<file path="config.mk">
export PLATFORM = sky130hd
export DESIGN_NAME = mrl_ctrl
export DESIGN_NICKNAME = d
export VERILOG_FILES = /design/src/sv/mrl_pkg.sv /design/src/sv/mrl_ctrl.sv
export SDC_FILE = /design/constraint.sdc
export NUM_CORES = 1
export LEC_CHECK = 0
export ABC_AREA = 1
export BUFFER_PORTS_ARGS = -buffer_cell sky130_fd_sc_hd__buf_4
export CORE_AREA = 5 5 42 44
export CTS_CLUSTER_DIAMETER = 100
export DETAILED_ROUTE_END_ITERATION = 7
export DIE_AREA = 0 0 47 49
export GPL_TIMING_DRIVEN = 0
export PLACE_DENSITY = 0.54
export REMOVE_ABC_BUFFERS = 1
export SLEW_MARGIN = 25
export SYNTH_ARGS = -nofsm -noshare
export SYNTH_HDL_FRONTEND = slang
export SYNTH_SLANG_ARGS = --single-unit
</file>
<file path="constraint.sdc">
create_clock -name i_clk -period 1.06 [get_ports i_clk]
set_input_delay 0 -clock i_clk [delete_from_list [all_inputs] [get_ports i_clk]]
set_output_delay 0 -clock i_clk [all_outputs]
set_load 0.005 [all_outputs]
</file>
<file path="src/sv/mrl_pkg.sv">
// package for the mountain removal block: sizes, controller states and the
// command and status words between controller and datapath. no dependencies.
package mrl_pkg;

    localparam int MAX_LEN    = 1024;
    localparam int VALUE_BITS = 32;
    localparam int IN_W       = 32;
    localparam int RESULT_W   = 11;
    localparam int ADDR_W     = $clog2(MAX_LEN);
    localparam int CNT_W      = $clog2(MAX_LEN + 1);

    typedef enum logic [3:0] {
        ST_IDLE,
        ST_FSRCH,
        ST_BINIT,
        ST_BREAD,
        ST_BLOAD,
        ST_BSRCH,
        ST_FINISH
    } t_state;

    // commands from controller to datapath
    typedef struct packed {
        logic accept;     // take the input word, store it, start a search
        logic search;     // one lower-bound step over the tails store
        logic place_fwd;  // place key, keep rise length, count the element
        logic back_init;  // clear the tail count and best, start the backward walk
        logic back_load;  // take stored value and rise length, start a search
        logic place_bwd;  // place key, update best mountain, step back
        logic finish;     // load the result register and clear the counts
    } t_cmd;

    // status from datapath to controller
    typedef struct packed {
        logic room;       // fewer than the maximum elements stored
        logic last;       // latched last flag of the current word
        logic done;       // search interval empty
        logic cnt_zero;   // no stored elements
        logic pos_one;    // backward walk at its final element
        logic out_free;   // result register can take a new word
    } t_stat;

endpackage

</file>
<file path="src/sv/mrl_ctrl.sv">
// controller state machine: sequences loading, backward walk and result.
// depends on mrl_pkg.
module mrl_ctrl import mrl_pkg::*; (
    input  logic  i_clk,
    input  logic  i_rst_n,
    input  logic  i_valid,
    input  logic  i_last,
    output logic  o_ready,
    input  t_stat i_stat,
    output t_cmd  o_cmd
);

    t_state r_state;
    t_state n_state;

    // state register
    always_ff @(posedge i_clk) begin
        if (!i_rst_n) begin
            r_state <= ST_IDLE;
        end else begin
            r_state <= n_state;
        end
    end

    // next state and commands
    always_comb begin
        n_state = r_state;
        o_cmd   = '0;
        o_ready = 1'b0;
        case (r_state)
            ST_IDLE: begin
                o_ready = 1'b1;
                if (i_valid) begin
                    o_cmd.accept = 1'b1;
                    if (i_stat.room) begin
                        n_state = ST_FSRCH;
                    end else if (i_last) begin
                        n_state = ST_BINIT;
                    end
                end
            end
            ST_FSRCH: begin
                if (!i_stat.done) begin
                    o_cmd.search = 1'b1;
                end else begin
                    o_cmd.place_fwd = 1'b1;
                    n_state = i_stat.last ? ST_BINIT : ST_IDLE;
                end
            end
            ST_BINIT: begin
                o_cmd.back_init = 1'b1;
                n_state = i_stat.cnt_zero ? ST_FINISH : ST_BREAD;
            end
            ST_BREAD: begin
                n_state = ST_BLOAD;
            end
            ST_BLOAD: begin
                o_cmd.back_load = 1'b1;
                n_state = ST_BSRCH;
            end
            ST_BSRCH: begin
                if (!i_stat.done) begin
                    o_cmd.search = 1'b1;
                end else begin
                    o_cmd.place_bwd = 1'b1;
                    n_state = i_stat.pos_one ? ST_FINISH : ST_BREAD;
                end
            end
            ST_FINISH: begin
                if (i_stat.out_free) begin
                    o_cmd.finish = 1'b1;
                    n_state = ST_IDLE;
                end
            end
            default: begin
                n_state = ST_IDLE;
            end
        endcase
    end

endmodule

</file>
==> impl_results.rst <==
.. list-table::
   :header-rows: 1

   * - Metric
     - Value
   * - Worst-case hold slack
     - 13.2 ps
   * - RePlAce Congestion
     - 0.741
   * - Total power per unit cell area
     - 2220 mW/mm^2
   * - R2R Path End
     - r_state[1]
   * - Final setup viols
     - 0
   * - Clock Skew
     - 3.84 ps
   * - TNS Setup
     - 0 ps
   * - Clock tree from TritonCTS
     - built
   * - Placement-stage cell area
     - 475 sq um
   * - Count of routing violations after the opening detailed-route iteration
     - 4
   * - Complex-gate fraction of the synthesized area
     - 7.63%
   * - Sw Pwr
     - 546 uW
   * - Hold-fix buffers, CTS
     - 0
   * - Maximum number of pins on one net before global-route repair
     - 10
   * - Proportion of layout cells with a drive suffix above 1
     - 51.2%
   * - Clk pwr share
     - 16.3%
   * - Wire per inst
     - 8.57 microns
   * - Fraction of the yosys area taken by sequential cells
     - 18.3%
   * - Register name with the most flops
     - r_state
   * - Number of top-level pins
     - 18
   * - Highest Clock Rate
     - 951 MHz
   * - Fillers
     - 166
   * - Multiplexer fraction of the synthesized cell area
     - 0%
   * - Initial antenna violation count
     - 0
   * - Residual overflow from global routing
     - 0
   * - Buffers inserted during post-CTS setup optimization
     - 0
   * - Classification of the worst-slack hold path
     - in -> reg
   * - Area fraction in and, or, nand and nor cells after synthesis
     - 59.2%
   * - Detailed-route via count
     - 408
   * - Final antenna diode count
     - 0
   * - Setup slack on the worst flop-to-flop path
     - 9 ps
   * - Antenna-violating nets left
     - 0
   * - Initial cell density of the core
     - 23.4%
   * - 1st-pass router iterations
     - 3
   * - Total global-route track usage
     - 8.71%
   * - Placement Rows
     - 14
   * - Outcome
     - finished, final reports clean
   * - Transition time of the tightest slew-check pin
     - 163 ps
   * - Final non-filler cell total
     - 96
   * - Tmin final
     - 1050 ps
   * - XOR/XNOR share of the synthesized area
     - 0%
   * - Required time reported for the critical path endpoint
     - 1060 ps
   * - Number of placed cells counting well taps
     - 92
   * - Final routed DRC violation total
     - 0
   * - Global routing usage on met1
     - 11.1%
   * - Most utilized layer in the global route result
     - met2
   * - Die Y-Extent
     - 49 microns
   * - Avg Vias per Cell
     - 4.25
   * - Max-cap violations
     - 0
   * - Largest registers
     - r_state x3
   * - Post-route setup slack
     - 8.54 ps
   * - Number of buffers created by CTS
     - 3
   * - Part of the total power dissipated in combinational logic
     - 60.8%
   * - Wire length of the first global-routing pass
     - 1530 microns
   * - Internal power consumption
     - 656 uW
   * - P&R area growth vs syn
     - 65.3%
   * - Net Sw Frac
     - 45.4%
   * - Worst Hold Path Cells
     - 3
   * - Proportion of power drawn by flip-flops and latches
     - 23.0%
   * - RSZ-0062 raised after global routing
     - true
   * - Post-synthesis average cell area
     - 5.56 sq um
   * - Area of the placeable core
     - 0.00140 sq mm
   * - Element type at the critical path start
     - flop
   * - Global routing usage on met2
     - 12.9%
   * - Area of the die
     - 0.00230 sq mm
   * - Register bit total from synthesis
     - 3
   * - Clk buf depth
     - 2
   * - Gate Count Post-Synth
     - 59
   * - Clock-pin slew on the worst setup and hold paths
     - 40 ps
   * - Leak
     - 0.302 nW
   * - Type of element capturing the critical path
     - output pin
   * - Port buffer count
     - 17
   * - Final number of max-transition violations
     - 0
   * - Met3 demand-to-capacity share in global routing
     - 4.80%
   * - Relative max-transition margin
     - 89.1%
   * - Count of distinct cell types in the synthesized netlist
     - 15
   * - Share of the cycle needed by the critical path after routing
     - 99.2%
   * - Count of yosys warnings during synthesis
     - 0
   * - Start of the worst register-to-register path
     - r_state[0]
   * - Maximum fanout count along the critical path
     - 6
   * - Placement Setup Slack
     - -108 ps
   * - HPWL Detailed
     - 690 microns
   * - Final net count
     - 91
   * - H-tree level count
     - 1
   * - Main combinational cell family by area after synthesis
     - simple AND/OR/NAND/NOR gates
   * - Worst Min Path Start
     - i_rst_n
   * - Final standard cell area without fillers
     - 542 sq um
   * - Crit Path Class
     - reg -> out
   * - R2R cell count
     - 6
   * - Flip-flop count of the largest register after layout
     - 3
   * - Root Buffer Master
     - sky130_fd_sc_hd__clkbuf_4
   * - Max rail drop VDD
     - 0.00125 V
   * - Clock Latency Late Sink
     - 230 ps
   * - Via count of the first global-routing pass
     - 373
   * - Arrival time of data at the critical path endpoint
     - 1050 ps
   * - Clock sink count
     - 3
   * - Fin. Hold Viols
     - 0
   * - Post-synthesis adder-cell area fraction
     - 0%
   * - Hold worst-path end
     - r_state[0]
   * - Post-Syn Area
     - 328 sq um
   * - Die Width
     - 47 microns
   * - Total length of routed wires
     - 823 microns
-- how the worst max path moves through the flow --
stage	from	to	slack, ps	cells past startpoint
after detailed placement	r_state[2]	r_state[1]	-110	7
after global placement	r_state[2]	r_state[1]	-100	7
final	r_state[0]	o_cmd[6]	9	4
after global routing	r_state[0]	r_state[1]	-100	6
after floorplan	r_state[0]	r_state[1]	10	6
after CTS	r_state[1]	r_state[2]	5	7
-- power by group through the flow --
stage                     Clock, mW  Combinational, mW  Sequential, mW
after detailed placement          0              0.671           0.228
after global routing          0.222              0.831           0.289
after floorplan                   0              0.457           0.210
final                         0.196              0.731           0.276
after global placement            0              0.665           0.229
after CTS                     0.206              0.708           0.274
-- synthesized netlist by cell type (all sizes together) --
library cell  count  share of area, %
a21oi             1               1.5
dfxtp             3                18
inv              13                15
nand2            16                21
nand3             5                12
nand4             1               1.9
nor2             14                20
nor3              3               4.6
o211ai            2               4.6
o21ai             1               1.5
-- routing by layer --
| layer | wire [microns] | share of wire (%) |
|---|---|---|
| met4 | 0 | 0 |
| met3 | 81 | 9.8 |
| met5 | 0 | 0 |
| met1 | 342 | 42 |
| met2 | 398 | 48 |
-- cells by family after synthesis --
family / after synthesis
AOI/OAI and AO/OA: 4
DFF: 3
buffers and inverters: 13
and+or+nand+nor: 39
-- what timing repair did --
| item | CTS | global route |
|---|---|---|
| resized for setup | 11 | 4 |
| endpoints found under the setup margin | 11 | 10 |
| pin swaps | 4 | 2 |
| hold endpoints to repair | 0 | 0 |
-- cell type report --
cell class | instances | area (sq um) | share of cell area [%]
multi-input combinational | 43 | 244 | 45.0
timing repair buffer | 17 | 131 | 24.2
sequential | 3 | 68.8 | 12.7
inverter | 13 | 51.3 | 9.47
clock buffer | 4 | 26.3 | 4.85
tap | 16 | 20.0 | 3.70
-- critical path, cell delays in order (launching register included) --
cell and delay, ps:
sky130_fd_sc_hd__dfxtp_4 360, sky130_fd_sc_hd__nor2_4 160, sky130_fd_sc_hd__nand2_2 90, sky130_fd_sc_hd__nor2_1 90
sky130_fd_sc_hd__buf_4 110
-- per-stage QoR --
step / power (mW) / utilization (%)
6_report: 1.20 / 38.7
5_1_grt: 1.34 / 38.7
4_1_cts: 1.19 / 37.9
2_1_floorplan: 0.667 / -
3_5_place_dp: 0.899 / 33.9
3_3_place_gp: 0.894 / 33.9
-- layout by cell type, fill, tap and decap left out, drive strengths merged --
cell type	count
o211ai	2
dfxtp	3
a21oi	1
nand2	16
clkbuf	4
nor3	3
o21ai	1
nand3	5
inv	13
nand4	1
nor2	14
buf	17
Power figures use the tool's default switching activity.
